===== config.mk =====
export PLATFORM = sky130hd
export DESIGN_NAME = array_bst_insert_and_inorder_unit
export DESIGN_NICKNAME = d
export VERILOG_FILES = /design/src/rtl/core/abst_pkg.sv /design/src/rtl/core/abst_ctrl.sv /design/src/rtl/core/abst_dp.sv /design/src/rtl/core/array_bst_insert_and_inorder_unit.sv
export SDC_FILE = /design/constraint.sdc
export NUM_CORES = 1
export LEC_CHECK = 0
export BUFFER_PORTS_ARGS = -buffer_cell sky130_fd_sc_hd__buf_2
export CORE_MARGIN = 1
export CORE_UTILIZATION = 30
export CTS_BUF_LIST = sky130_fd_sc_hd__clkbuf_8
export CTS_CLUSTER_SIZE = 24
export DETAILED_ROUTE_END_ITERATION = 7
export PLACE_DENSITY = 0.47
export SYNTH_ARGS = -nofsm -noshare
export SYNTH_HDL_FRONTEND = slang
export SYNTH_HIERARCHICAL = 1
export SYNTH_SLANG_ARGS = --single-unit

===== constraint.sdc =====
create_clock -name i_clk -period 10 [get_ports i_clk]
set_input_delay 0.5 -clock i_clk [delete_from_list [all_inputs] [get_ports i_clk]]
set_output_delay 0.5 -clock i_clk [all_outputs]
set_load 0.1 [all_outputs]

===== src/rtl/core/abst_pkg.sv =====
`default_nettype none

package abst_pkg;

    // tree geometry
    localparam int CAPACITY    = 15;
    localparam int MAX_RESULTS = 15;
    localparam int VALUE_W     = 32;
    localparam int SLOT_W      = 4;
    localparam int STATUS_W    = 2;
    localparam int ADDR_W      = $clog2(CAPACITY);
    localparam int IDX_W       = $clog2(2 * CAPACITY + 1);
    localparam int KEY_W       = $clog2(CAPACITY + 1);
    localparam int CNT_W       = $clog2(CAPACITY + 1);

    typedef enum logic {
        KIND_INSERT  = 1'b0,
        KIND_READOUT = 1'b1
    } t_kind;

    typedef enum logic [STATUS_W-1:0] {
        ST_INSERTED = 2'd0,
        ST_NO_ROOM  = 2'd1,
        ST_ELEMENT  = 2'd2
    } t_status;

    typedef struct packed {
        logic                      kind;
        logic signed [VALUE_W-1:0] value;
    } t_in_item;

    typedef struct packed {
        logic [STATUS_W-1:0]       status;
        logic [SLOT_W-1:0]         slot;
        logic signed [VALUE_W-1:0] result_value;
        logic                      last;
    } t_out_item;

    typedef enum logic [1:0] {
        S_IDLE,
        S_WALK,
        S_SCAN,
        S_EMIT
    } t_state;

    typedef enum logic [1:0] {
        RD_ROOT,
        RD_CHILD,
        RD_NODE
    } t_rd_sel;

    // controller to datapath
    typedef struct packed {
        logic    load;
        logic    start_read;
        logic    walk_step;
        logic    do_insert;
        logic    emit_no_room;
        logic    latch_node;
        logic    emit_elem;
        logic    key_next;
        logic    rd_en;
        t_rd_sel rd_sel;
    } t_cmd;

    // datapath to controller
    typedef struct packed {
        logic kind;
        logic idx_oob;
        logic idx_used;
        logic node_hit;
        logic fill_zero;
        logic elem_last;
        logic out_free;
    } t_stat;

    // heap slot at in-order rank key-1 of a complete tree with KEY_W levels
    function automatic logic [KEY_W-1:0] inorder_node(input logic [KEY_W-1:0] key);
        logic [KEY_W-1:0] n;
        int               tz;
        logic             found;
        tz    = 0;
        found = 1'b0;
        for (int b = 0; b < KEY_W; b++) begin
            if (!found) begin
                if (key[b]) begin
                    found = 1'b1;
                end else begin
                    tz = tz + 1;
                end
            end
        end
        n = (KEY_W'(1) << (KEY_W - 1 - tz)) | (key >> (tz + 1));
        return n - KEY_W'(1);
    endfunction

endpackage

`default_nettype wire


===== src/rtl/core/abst_ctrl.sv =====
`default_nettype none

module abst_ctrl (
    input  wire logic          i_clk,
    input  wire logic          i_rst_n,
    input  wire logic          i_in_valid,
    output logic               o_in_ready,
    input  wire abst_pkg::t_stat i_stat,
    output abst_pkg::t_cmd     o_cmd
);
    import abst_pkg::*;

    t_state r_state;
    t_state n_state;

    // state register
    always_ff @(posedge i_clk) begin
        if (!i_rst_n) begin
            r_state <= S_IDLE;
        end else begin
            r_state <= n_state;
        end
    end

    // next state and commands
    always_comb begin
        n_state    = r_state;
        o_in_ready = 1'b0;
        o_cmd      = '0;
        o_cmd.rd_sel = RD_ROOT;
        unique case (r_state)
            S_IDLE: begin
                o_in_ready = 1'b1;
                if (i_in_valid) begin
                    o_cmd.load   = 1'b1;
                    o_cmd.rd_en  = 1'b1;
                    o_cmd.rd_sel = RD_ROOT;
                    if (i_stat.kind == KIND_INSERT) begin
                        n_state = S_WALK;
                    end else begin
                        o_cmd.start_read = 1'b1;
                        n_state          = S_SCAN;
                    end
                end
            end
            S_WALK: begin
                if (i_stat.idx_oob) begin
                    if (i_stat.out_free) begin
                        o_cmd.emit_no_room = 1'b1;
                        n_state            = S_IDLE;
                    end
                end else if (!i_stat.idx_used) begin
                    if (i_stat.out_free) begin
                        o_cmd.do_insert = 1'b1;
                        n_state         = S_IDLE;
                    end
                end else begin
                    o_cmd.walk_step = 1'b1;
                    o_cmd.rd_en     = 1'b1;
                    o_cmd.rd_sel    = RD_CHILD;
                end
            end
            S_SCAN: begin
                if (i_stat.fill_zero) begin
                    n_state = S_IDLE;
                end else if (i_stat.node_hit) begin
                    o_cmd.rd_en      = 1'b1;
                    o_cmd.rd_sel     = RD_NODE;
                    o_cmd.latch_node = 1'b1;
                    n_state          = S_EMIT;
                end else begin
                    o_cmd.key_next = 1'b1;
                end
            end
            S_EMIT: begin
                if (i_stat.out_free) begin
                    o_cmd.emit_elem = 1'b1;
                    if (i_stat.elem_last) begin
                        n_state = S_IDLE;
                    end else begin
                        o_cmd.key_next = 1'b1;
                        n_state        = S_SCAN;
                    end
                end
            end
            default: begin
                n_state = S_IDLE;
            end
        endcase
    end

endmodule

`default_nettype wire


===== src/rtl/core/abst_dp.sv =====
`default_nettype none

module abst_dp (
    input  wire logic               i_clk,
    input  wire logic               i_rst_n,
    input  wire abst_pkg::t_in_item i_in,
    input  wire abst_pkg::t_cmd     i_cmd,
    output abst_pkg::t_stat         o_stat,
    output logic                    o_out_valid,
    input  wire logic               i_out_ready,
    output abst_pkg::t_out_item     o_out
);
    import abst_pkg::*;

    logic [VALUE_W-1:0]        r_mem [CAPACITY];
    logic [CAPACITY-1:0]       r_used;
    logic [CNT_W-1:0]          r_fill;
    logic [CNT_W-1:0]          r_count;
    logic [IDX_W-1:0]          r_idx;
    logic signed [VALUE_W-1:0] r_value;
    logic signed [VALUE_W-1:0] r_rdata;
    logic [KEY_W-1:0]          r_key;
    logic [ADDR_W-1:0]         r_node;
    t_out_item                 r_out;
    logic                      r_out_valid;

    logic                      idx_in;
    logic [ADDR_W-1:0]         idx_addr;
    logic                      go_left;
    logic [IDX_W-1:0]          child;
    logic [KEY_W-1:0]          node_full;
    logic                      node_in;
    logic [ADDR_W-1:0]         node_addr;
    logic [ADDR_W-1:0]         rd_addr;
    logic                      out_free;
    logic [CNT_W:0]            count_p1;
    logic                      load_out;

    // descent: bound check first, then used mark and compare
    assign idx_in   = r_idx < IDX_W'(CAPACITY);
    assign idx_addr = r_idx[ADDR_W-1:0];
    assign go_left  = r_value <= r_rdata;
    assign child    = {r_idx[IDX_W-2:0], 1'b0} + (go_left ? IDX_W'(1) : IDX_W'(2));

    // readout: next slot in in-order rank
    assign node_full = inorder_node(r_key);
    assign node_in   = node_full < KEY_W'(CAPACITY);
    assign node_addr = node_full[ADDR_W-1:0];

    assign out_free = !r_out_valid || i_out_ready;
    assign count_p1 = {1'b0, r_count} + (CNT_W + 1)'(1);

    always_comb begin
        o_stat.kind      = i_in.kind;
        o_stat.idx_oob   = !idx_in;
        o_stat.idx_used  = idx_in ? r_used[idx_addr] : 1'b0;
        o_stat.node_hit  = node_in ? r_used[node_addr] : 1'b0;
        o_stat.fill_zero = r_fill == '0;
        o_stat.elem_last = (count_p1 == {1'b0, r_fill})
                        || (32'(count_p1) == 32'(MAX_RESULTS));
        o_stat.out_free  = out_free;
    end

    // read address select
    always_comb begin
        case (i_cmd.rd_sel)
            RD_ROOT:  rd_addr = '0;
            RD_CHILD: rd_addr = child[ADDR_W-1:0];
            RD_NODE:  rd_addr = node_addr;
            default:  rd_addr = '0;
        endcase
    end

    // value memory
    always_ff @(posedge i_clk) begin
        if (i_cmd.do_insert) begin
            r_mem[idx_addr] <= r_value;
        end
        if (i_cmd.rd_en) begin
            r_rdata <= r_mem[rd_addr];
        end
    end

    // occupancy marks and fill count
    always_ff @(posedge i_clk) begin
        if (!i_rst_n) begin
            r_used <= '0;
            r_fill <= '0;
        end else if (i_cmd.do_insert) begin
            r_used[idx_addr] <= 1'b1;
            r_fill           <= r_fill + CNT_W'(1);
        end
    end

    // walk and scan registers
    always_ff @(posedge i_clk) begin
        if (i_cmd.load) begin
            r_value <= i_in.value;
            r_idx   <= '0;
        end else if (i_cmd.walk_step) begin
            r_idx <= child;
        end
        if (i_cmd.start_read) begin
            r_key   <= KEY_W'(1);
            r_count <= '0;
        end else begin
            if (i_cmd.key_next) begin
                r_key <= r_key + KEY_W'(1);
            end
            if (i_cmd.emit_elem) begin
                r_count <= count_p1[CNT_W-1:0];
            end
        end
        if (i_cmd.latch_node) begin
            r_node <= node_addr;
        end
    end

    // output register
    assign load_out = i_cmd.do_insert || i_cmd.emit_no_room || i_cmd.emit_elem;

    always_ff @(posedge i_clk) begin
        if (!i_rst_n) begin
            r_out_valid <= 1'b0;
        end else if (load_out) begin
            r_out_valid <= 1'b1;
        end else if (i_out_ready) begin
            r_out_valid <= 1'b0;
        end
    end

    always_ff @(posedge i_clk) begin
        if (i_cmd.do_insert) begin
            r_out.status       <= ST_INSERTED;
            r_out.slot         <= SLOT_W'(r_idx);
            r_out.result_value <= r_value;
            r_out.last         <= 1'b1;
        end else if (i_cmd.emit_no_room) begin
            r_out.status       <= ST_NO_ROOM;
            r_out.slot         <= '0;
            r_out.result_value <= r_value;
            r_out.last         <= 1'b1;
        end else if (i_cmd.emit_elem) begin
            r_out.status       <= ST_ELEMENT;
            r_out.slot         <= SLOT_W'(r_node);
            r_out.result_value <= r_rdata;
            r_out.last         <= o_stat.elem_last;
        end
    end

    assign o_out_valid = r_out_valid;
    assign o_out       = r_out;

endmodule

`default_nettype wire


===== src/rtl/core/array_bst_insert_and_inorder_unit.sv =====
// Binary search tree held in a 15-slot array (children of slot i at 2i+1, 2i+2).
// Input channel i_in (kind, value) with i_in_valid / o_in_ready; result channel
// o_out (status, slot, result_value, last) with o_out_valid / i_out_ready.
// An insert beat walks from the root, one tree level per cycle, reading one
// slot of the value memory per level, and gives one result beat: inserted at
// the free slot found, or no room when the path leaves the array.
// A readout beat gives every stored value smallest first, the final one
// marked last; an empty tree gives nothing. The scan visits slots in in-order
// rank, one per cycle; each stored value found takes an extra emit step, which
// holds until the output register is free.
// One input beat is worked at a time; o_in_ready is high when the block is
// free, and the next beat is taken while the previous result still sits in
// the output register. When the receiver stalls, the walk holds at its last
// step until the output register frees.
// Synchronous reset empties the tree: all occupancy marks clear at once, no
// clearing pass. The stored values themselves are not reset.
`default_nettype none

module array_bst_insert_and_inorder_unit (
    input  wire logic               i_clk,
    input  wire logic               i_rst_n,
    input  wire logic               i_in_valid,
    output logic                    o_in_ready,
    input  wire abst_pkg::t_in_item i_in,
    output logic                    o_out_valid,
    input  wire logic               i_out_ready,
    output abst_pkg::t_out_item     o_out
);
    import abst_pkg::*;

    t_cmd  cmd;
    t_stat stat;

    // sequencer
    abst_ctrl u_ctrl (
        .i_clk      (i_clk),
        .i_rst_n    (i_rst_n),
        .i_in_valid (i_in_valid),
        .o_in_ready (o_in_ready),
        .i_stat     (stat),
        .o_cmd      (cmd)
    );

    // tree storage, walk registers and output register
    abst_dp u_dp (
        .i_clk       (i_clk),
        .i_rst_n     (i_rst_n),
        .i_in        (i_in),
        .i_cmd       (cmd),
        .o_stat      (stat),
        .o_out_valid (o_out_valid),
        .i_out_ready (i_out_ready),
        .o_out       (o_out)
    );

endmodule

`default_nettype wire


## After elaboration in Yosys (flattened, before gate mapping)

Memories as Yosys holds them, arrays and structs flattened. A register that Yosys moved wholly into a read port is not among the register bits.
Index checks and enable logic that the tools add are counted.

- Output and inout port bits: 41
- Bits in registers: 110
- Memories: 1
- RAM bits: 480
- Input bits: 37
- Word-level logic and storage cells: 122

- Eq/ne operators: 11
- Muxes and demuxes: 63
- Bitwise gates (word level): 2
- Shift-type cells: 2
- Add/subtract/negate cells: 10
- $lt $le $gt $ge: 6
- Reduce and logical (&&, ||, !) cells: 13

Memories:

| name | words | bits a word | read ports | clocked after Yosys merged registers in | wr ports | line | text |
|---|---|---|---|---|---|---|---|
| u_dp.r_mem | 15 | 32 | 1 | 1 | 1 | abst_dp.sv:15 | `logic [VALUE_W-1:0] r_mem [CAPACITY];` |

Operator list:

| kind | count |
|---|---|
| $mux 32 | 6 |
| $add 32x2->32 const B | 3 |
| $mux 38 | 2 |
| $mux 37 | 1 |
| $le 32x32->1 | 1 |
| $shl 1x32->4 const A | 1 |
| $shr 4x32->4 | 1 |
| $sub 3x32->32 const A | 1 |
| $mux 2 | 14 |
| $mux 1 | 27 |
| $mux 3 | 5 |
| $or 15x15->15 | 1 |
| $lt 4x5->1 const B | 2 |
| $pmux 3 s3 | 1 |
| $add 4x1->4 const B | 2 |
| $bmux 1 s4 | 2 |
| $pmux 2 s4 | 1 |
| $pmux 4 s2 | 1 |
| $eq 2x2->1 const B | 3 |
| $ne 3x3->1 const B | 2 |
| $add 4x1->5 const B | 1 |
| $add 5x5->5 | 1 |
| $eq 5x4->1 | 1 |
| $eq 5x4->1 const B | 1 |
| 21 further kinds | 26 |

## Logic depth before layout (Yosys ltp)

Gate-level depths: netlist (run 1).

- Word-level depth: 22
- Mapped depth: 32

## Cells and area by module

Netlist (run 1), hierarchy kept.

By module, submodules not included:

| module | cells each | area an instance (um^2) | times used |
|---|---|---|---|
| abst_dp | 1,711 | 25,497.0 | 1 |
| abst_ctrl | 37 | 279.0 | 1 |

## Least setup slack after synthesis (run 1)

OpenSTA, ideal clock, no wires.

- Path kind: register -> register
- Start: reg u_dp.r_key[0]
- End: reg u_dp.r_rdata[10], read port of u_dp.r_mem (data pin)
- Path slack: 3,372 ps
- Arrival time: 6,371 ps
- Cell stages (with the launch flop): 26
- Setup time: 257 ps
- Data required time: 9,743 ps
- Cells stage by stage: dfxtp_1 -> inv_1 -> ha_1 -> buf_4 -> buf_4 -> xnor2_1 -> ha_1 -> o31a_1 -> ha_1 -> o21ba_2 -> o32ai_1 -> a211o_1 -> or4_1 -> nand3_2 -> mux2i_1 -> mux4_2 -> mux2i_1 -> and4_4 -> ha_1 -> inv_1 -> o21ai_1 -> nand2_1 -> nor3_1 -> clkbuf_1 -> a32oi_1 -> a32o_1

RTL lines:

| what | line | text |
|---|---|---|
| start: declaration | abst_dp.sv:22 | `logic [KEY_W-1:0] r_key;` |
| start signal: assignment | abst_dp.sv:108 | `r_key <= r_key + KEY_W'(1);` |
| end: declaration | abst_dp.sv:21 | `logic signed [VALUE_W-1:0] r_rdata;` |

==> reports/metrics.cfg, run 1 <==
[run_status]
outcome=complete, no violations

[setup_path]
cp_common_cell=ha_1
crit_slowest_cell=nor2_4
crit_start=u_dp/r_key[0]
cp.buffers_inverters=5
ff2ff_path_depth=28
end_kind=flop
critPathLaunchType=flop
worst_ep_arrival_time_ns=8.96
cp.required_ns=10.55
cp_max_fo=59
reg2reg_slack_ns=1.59
max_stage_delay_ns=0.77
reg2reg_from=u_dp/r_key[0]
critPathKind=reg -> reg
rr_endpoint=u_dp/r_rdata[23]
critPathTopFamily=simple AND/OR/NAND/NOR gates

[sta]
tns_ns=0
fin_crit_sh_pct=84.1
fmax_mhz=119
rsz0062_at_grt=false
worst_pin_slew_ns=1.16
slew_viol_final=0
relSlewSlack_pct=22.3
finClkSkew_ns=0.0232
hold_viol=0
finalCriticalPeriod_ns=8.41
setup_ws_ns=1.59
setup_violations=0

[routing]
vias=15700
routed_wl_um=73200
drt_iter0_drc=1161
drt_pass1_iterations=7
vias_per_cell=5.03
drc=0
antenna_left=0
routedWlPerCell_um=23.4

[synth]
syn-num-nets=1832
synthCells=1748
synth_top_cell_by_area=edfxtp_1
synth-seq-cells=622
yosysWarnings=6
synth_common_cells=edfxtp_1, nand2_1, mux2i_1
synth_edf_count=584
yosysUniqueCellTypes=82
syn_area_sq_um=25800
synth.area.top_cells=edfxtp_1, mux2i_1, dfxtp_1
synthFlopType=edfxtp_1
synth_top_area_share_pct=68.0
synth_area_per_cell_sq_um=14.7
yosysMostFrequentCell=edfxtp_1
synthArstFlopShare_pct=0
yosysSeqAreaShare_pct=71.0

[min_path]
hold_end=u_ctrl/r_state[0]
min_path_cells=4
hp-start=i_in[32]
hold_class=in -> reg

[pwr]
power_leakage_nw=10.8
pwr_density_cell_nw_per_um2=192
ir_drop_uv=82.7

[finish]
drive_gt1_share_pct=15.3
syn2layout_area_growth_pct=15.8
multi_input_area_sq_um=6820
n_fill_cell=8304
nets=1976
layout.area.seq_sq_um=18300

[floorplanning]
initial_core_util_pct=30.3
dieArea_sq_um=87100
die_y_um=295
num_rows=107
die_w_um=295
core_sq_um=85100
io_pins=78

[cts]
cts_tree=done
h-tree-depth=3
cts_buffer_depth=3
post_cts_buffers=0
cts-root-buf=clkbuf_8
clock_latency_ns=0.70
cts_resized=0
holdBufCountCts=32
cts_sinks=622
cts_made_buffers=105
clk_pin_slew_ns=0.06

[grt]
grt_pass1_vias=16000
grt_max_degree=68
gr-usage-all-layers_pct=17.0
antenna_found_initial=1
grt_pass1_wl_um=107000
grt.overflow.total=0

[placed_design]
io_buffer_count=77
place_congestion=0.786
dp_worst_setup_slack_ns=1.76
dp.final_hpwl_um=40200

[job]
maxCapViolations=0

-- sequential cells by signal, indices dropped and copies added (netlist names) --
signal / cells
u_dp/r_node: 4
u_dp/r_value: 32
u_dp/r_count: 4
u_dp/r_rdata: 32
u_dp/r_used: 15
u_dp/r_key: 4
u_dp/o_out_valid: 1
u_dp/r_fill: 4
u_ctrl/r_state: 2
u_dp/r_idx: 5
u_dp/r_mem: 480
u_dp/o_out: 39
-- worst max-delay path by stage --
| stage | end | slack (ns) | depth (start not counted) |
|---|---|---|---|
| floorplan | u_dp/r_rdata[10] | 3.37 | 25 |
| CTS | u_dp/r_rdata[13] | 1.74 | 28 |
| global route | u_dp/r_rdata[14] | 0.95 | 30 |
| detailed placement | u_dp/r_rdata[13] | 1.76 | 28 |
| finish | u_dp/r_rdata[23] | 1.59 | 28 |
| global placement | u_dp/r_rdata[9] | 1.88 | 28 |
-- where the power goes --
group / internal (mW) / switching (mW) / total [mW]
clock network: 1.12 / 1.04 / 2.16
registers: 2.96 / 0.0857 / 3.04
logic: 0.148 / 0.381 / 0.529
total: 4.22 / 1.51 / 5.73
-- cells in the final DEF (no fill, tap or decap), types with 29 or more instances in the layout --
cell type	n
a32oi_1	60
o21ai_0	30
clkinv_1	32
buf_4	39
o31ai_1	32
buf_2	77
inv_1	108
a32o_1	32
nand3_1	73
nor2_1	29
nand2_1	191
dlygate4sd3_1	32
clkbuf_8	110
ha_1	47
a221oi_1	34
mux2i_1	110
or3_1	31
o2111ai_1	30
edfxtp_1	584
dfxtp_1	38
-- final cells by class --
| class | instances | area share, % |
|---|---|---|
| diodes | 2 | 0.0168 |
| clock buffers | 110 | 5.07 |
| clock inverters | 83 | 1.53 |
| inverters | 80 | 1.01 |
| multi-input cells | 934 | 22.9 |
| flip-flops and latches | 622 | 61.3 |
| well taps | 1144 | 4.80 |
| repair buffers | 149 | 3.41 |
-- cells by family after synthesis --
kind of cell / count (synthesis) / share of synthesized area [%]
flip-flops: 622 / 71.0
AND/OR/NAND/NOR: 420 / 7.77
XOR/XNOR: 21 / 0.714
AO/OA/AOI/OAI: 327 / 10.1
buffers and inverters: 192 / 3.17
adder cells (fa/ha/maj): 47 / 2.28
multiplexers: 119 / 4.93
-- through the flow --
step                      total power, mW  hold slack [ns]  std cells  cell area [sq um]  util (%)
after global routing                 5.98            0.205       3123              29800      35.0
after CTS                            5.82            0.159       3122              29800      35.0
final                                5.73            0.221       3124              29800      35.1
after floorplan                      3.45            0.452       1748              25800         -
after global placement               3.61            0.450       2897              27600      32.4
after detailed placement             3.62            0.468       2897              27600      32.4
-- worst reg2reg max path: cells and delay by family, from the launching register on --
kind	cells	cell delay, ns
XOR/XNOR	1	0.26
AND/OR/NAND/NOR	8	2.34
multiplexers	2	0.47
AO/OA/AOI/OAI	7	1.98
adder cells (fa/ha/maj)	5	1.72
flip-flops	1	0.37
buffers and inverters	5	1.12
-- routing by layer --
| layer | global-route usage [%] | routed length [um] | vias up |
|---|---|---|---|
| met3 | 2.76 | 3740 | 122 |
| li1 | - | - | 7149 |
| met2 | 27.8 | 34900 | 453 |
| met5 | 0 | 0 | - |
| met4 | 6.08 | 1960 | 0 |
| met1 | 22.6 | 32600 | 7987 |
Note: power is estimated with default switching activity, not from simulation.
==> inputs of run 2 (changes only) <==
Settings changed: ABC_AREA set to 1, PLACE_DENSITY 0.47 to 0.49.
Clock period 10 ns to 6.9 ns, I/O delays scaled along.
==> reports/metrics.cfg, run 2 <==
[cts]
clk_pin_slew_ns=0.06  ; about the same
post_cts_buffers=0  ; unchanged
cts_buffer_depth=3  ; unchanged
cts_made_buffers=106  ; was 105
clock_latency_ns=0.72  ; was 0.70 ns
cts_tree=done  ; unchanged
cts-root-buf=clkbuf_8  ; unchanged
cts_sinks=622  ; unchanged
h-tree-depth=3  ; unchanged

[min_path]
hp-start=i_out_ready  ; was i_in[32]
hold_class=in -> reg  ; unchanged
hold_end=u_dp/o_out_valid  ; was u_ctrl/r_state[0]
min_path_cells=6  ; was 4

[floorplanning]
initial_core_util_pct=30.3  ; about the same
die_y_um=306  ; was 295 um
dieArea_sq_um=93900  ; was 87100 sq um
num_rows=111  ; was 107
die_w_um=306  ; was 295 um
io_pins=78  ; unchanged
core_sq_um=91700  ; was 85100 sq um

[grt]
grt_max_degree=97  ; was 68
grt_pass1_wl_um=124000  ; was 107000 um
grt.overflow.total=0  ; unchanged
gr-usage-all-layers_pct=17.7  ; was 17.0%
grt_busiest_layer=met2  ; unchanged
grt_util_met3_pct=2.74  ; was 2.76%
globalRouteMet1Util_pct=23.9  ; was 22.6%
use_met2_pct=28.6  ; was 27.8%
grt_pass1_vias=19000  ; was 16000
antenna_found_initial=1  ; unchanged

[setup_path]
cp_max_fo=51  ; was 59
rr_endpoint=u_dp/r_rdata[2]  ; was u_dp/r_rdata[23]
ff2ff_path_depth=36  ; was 28
crit_slowest_cell=buf_4  ; was nor2_4
reg2reg_from=u_dp/r_key[0]  ; unchanged
critPathLaunchType=flop  ; unchanged
end_kind=flop  ; unchanged
worst_ep_arrival_time_ns=6.87  ; was 8.96 ns
critPathKind=reg -> reg  ; unchanged
reg2reg_slack_ns=0.48  ; was 1.59 ns
cp_common_cell=inv_1  ; was ha_1
cp.required_ns=7.34  ; was 10.55 ns
max_stage_delay_ns=0.57  ; was 0.77 ns

[routing]
routedWlPerCell_um=21.0  ; was 23.4 um
vias_per_cell=4.91  ; was 5.03
vias=19400  ; was 15700
drt_iter0_drc=1629  ; was 1161
routed_wl_um=83200  ; was 73200 um
drc=0  ; unchanged
drt_pass1_iterations=7  ; unchanged
antenna_left=0  ; unchanged

[pwr]
ir_drop_uv=221  ; was 82.7 uV
fin_total_pwr_mw=11.4  ; was 5.73 mW
pwr_density_cell_nw_per_um2=356  ; was 192 nW/um^2
power_leakage_nw=12.7  ; was 10.8 nW

[job]
maxCapViolations=0  ; unchanged

[synth]
syn_area_sq_um=27800  ; was 25800 sq um
synth_area_per_cell_sq_um=10.8  ; was 14.7 sq um
yosysMostFrequentCell=nand3_1  ; was edfxtp_1
synth_top_area_share_pct=63.1  ; was 68.0%
yosysSeqAreaShare_pct=65.8  ; was 71.0%
synthCells=2572  ; was 1748
synth_common_cells=nand3_1, edfxtp_1, inv_1  ; was edfxtp_1, nand2_1, mux2i_1
yosysWarnings=6  ; unchanged
synthArstFlopShare_pct=0  ; unchanged
synth.area.top_cells=edfxtp_1, nand3_1, inv_1  ; was edfxtp_1, mux2i_1, dfxtp_1
synth_top_cell_by_area=edfxtp_1  ; unchanged
synthFlopType=edfxtp_1  ; unchanged
syn-num-nets=2656  ; was 1832
yosysUniqueCellTypes=48  ; was 82
synth_edf_count=584  ; unchanged
synth-seq-cells=622  ; unchanged

[sta]
setup_ws_ns=0.479  ; was 1.59 ns
relSlewSlack_pct=17.3  ; was 22.3%
slew_viol_final=0  ; unchanged
setup_violations=0  ; unchanged
fmax_mhz=156  ; was 119 MHz
finClkSkew_ns=0.0372  ; was 0.0232 ns
fin_crit_sh_pct=93.1  ; was 84.1%
hold_viol=0  ; unchanged
tns_ns=0  ; unchanged
rsz0062_at_grt=false  ; unchanged
worst_pin_slew_ns=1.24  ; was 1.16 ns
finalCriticalPeriod_ns=6.42  ; was 8.41 ns

[finish]
syn2layout_area_growth_pct=14.9  ; was 15.8%
layout.area.seq_sq_um=18300  ; unchanged
mostFrequentLayoutCell=nand3_1  ; was edfxtp_1
n_fill_cell=9149  ; was 8304
drive_gt1_share_pct=12.1  ; was 15.3%
nets=2774  ; was 1976
largest_register_ffs=480  ; unchanged
top_register=u_dp/r_mem  ; unchanged
multi_input_area_sq_um=7530  ; was 6820 sq um
most-common-layout-cells=nand3_1, edfxtp_1, inv_1  ; was edfxtp_1, nand2_1, clkbuf_8, mux2i_1, inv_1

[placed_design]
io_buffer_count=77  ; unchanged
dp_worst_setup_slack_ns=0.593  ; was 1.76 ns
place_congestion=0.825  ; was 0.786
dp.final_hpwl_um=43600  ; was 40200 um

[run_status]
outcome=complete, no violations  ; unchanged

[run 2: changes by cell type in the layout (fill, tap and decap cells not counted), moves of 29 or more]
| cell | previous run | this run |
|---|---|---|
| nand3_1 | 73 | 620 |
| inv_1 | 108 | 419 |
| nand2_1 | 191 | 355 |
| mux2i_1 | 110 | 0 |
| nand3b_1 | 3 | 100 |
| a32oi_1 | 60 | 1 |
| nor2_1 | 29 | 74 |
| a221oi_1 | 34 | 1 |
| a32o_1 | 32 | 0 |
| o31ai_1 | 32 | 0 |
| or2_2 | 2 | 33 |
| or3_1 | 31 | 0 |
| o21ai_0 | 30 | 60 |
| o2111ai_1 | 30 | 1 |
[run 2: power breakdown]
group          leakage (nW)  total [mW]  internal [mW]  switching (mW)
Clock                  1.11        3.13           1.62            1.51
Combinational          5.94        3.10          0.655            2.44
Sequential             5.61        5.15           4.81           0.345
Total                  12.7        11.4           7.08            4.30
[run 2: stage by stage]
stage	cell area [sq um]	utilization [%]	std cells	hold slack [ns]
after floorplan	27800	-	2572	0.443
after detailed placement	29600	32.3	3733	0.474
after global placement	29600	32.3	3733	0.463
after CTS	31900	34.9	3956	0.0294
after global routing	32000	34.9	3957	0.0780
final	32000	34.9	3957	0.0735
[run 2: worst max-delay path by stage]
stage	startpoint	end	slack, ns	cells after the start
2_1_floorplan	u_dp/r_key[0]	u_dp/r_rdata[7]	1.57	40
3_3_place_gp	u_dp/r_key[0]	u_dp/r_rdata[24]	0.77	38
3_5_place_dp	u_dp/r_key[0]	u_dp/r_rdata[2]	0.59	36
4_1_cts	u_dp/r_key[0]	u_dp/r_rdata[2]	0.58	36
5_1_grt	u_dp/r_key[0]	u_dp/r_rdata[5]	0.01	36
6_report	u_dp/r_key[0]	u_dp/r_rdata[2]	0.48	36
[run 2: cell families (layout without fill, tap and decap cells)]
group / Yosys count / in the layout / synth area share (%)
compound gates: 123 / 123 / 2.57
xor+xnor: 6 / 6 / 0.216
fa+ha+maj: 47 / 47 / 2.12
buf+inv: 538 / 736 / 7.74
flops: 622 / 622 / 65.8
other cells: 0 / 1 / 0
simple gates: 1236 / 1236 / 21.5
[run 2: timing repair]
action / in CTS / in global routing
hold buffers: 35 / 0
endpoints found under the setup margin: 0 / 1
gates resized for setup: 0 / 1
endpoints found under the hold margin: 42 / 0
[run 2: final cells by class]
| cell class | count | share of cell area, % |
|---|---|---|
| Clock inverter | 74 | 1.23 |
| Sequential cell | 622 | 57.3 |
| Multi-Input combinational cell | 1412 | 23.6 |
| Antenna cell | 1 | 0.00783 |
| Inverter | 397 | 4.70 |
| Timing Repair Buffer | 151 | 3.69 |
| Tap cell | 1186 | 4.64 |
| Clock buffer | 114 | 4.91 |
[run 2: worst max-delay path: cells and delay by family, from the launching register on]
| family | cells | cell delay (ns) |
|---|---|---|
| simple gates | 16 | 1.90 |
| fa+ha+maj | 5 | 1.54 |
| buf+inv | 9 | 1.48 |
| compound gates | 6 | 0.78 |
| flops | 1 | 0.43 |
[run 2: routing by layer]
metal  wire length (um)  part of all wire, %
met5                  0                    0
met4               2330                  2.8
met3               4950                  5.9
met2              38800                   47
met1              37200                   45
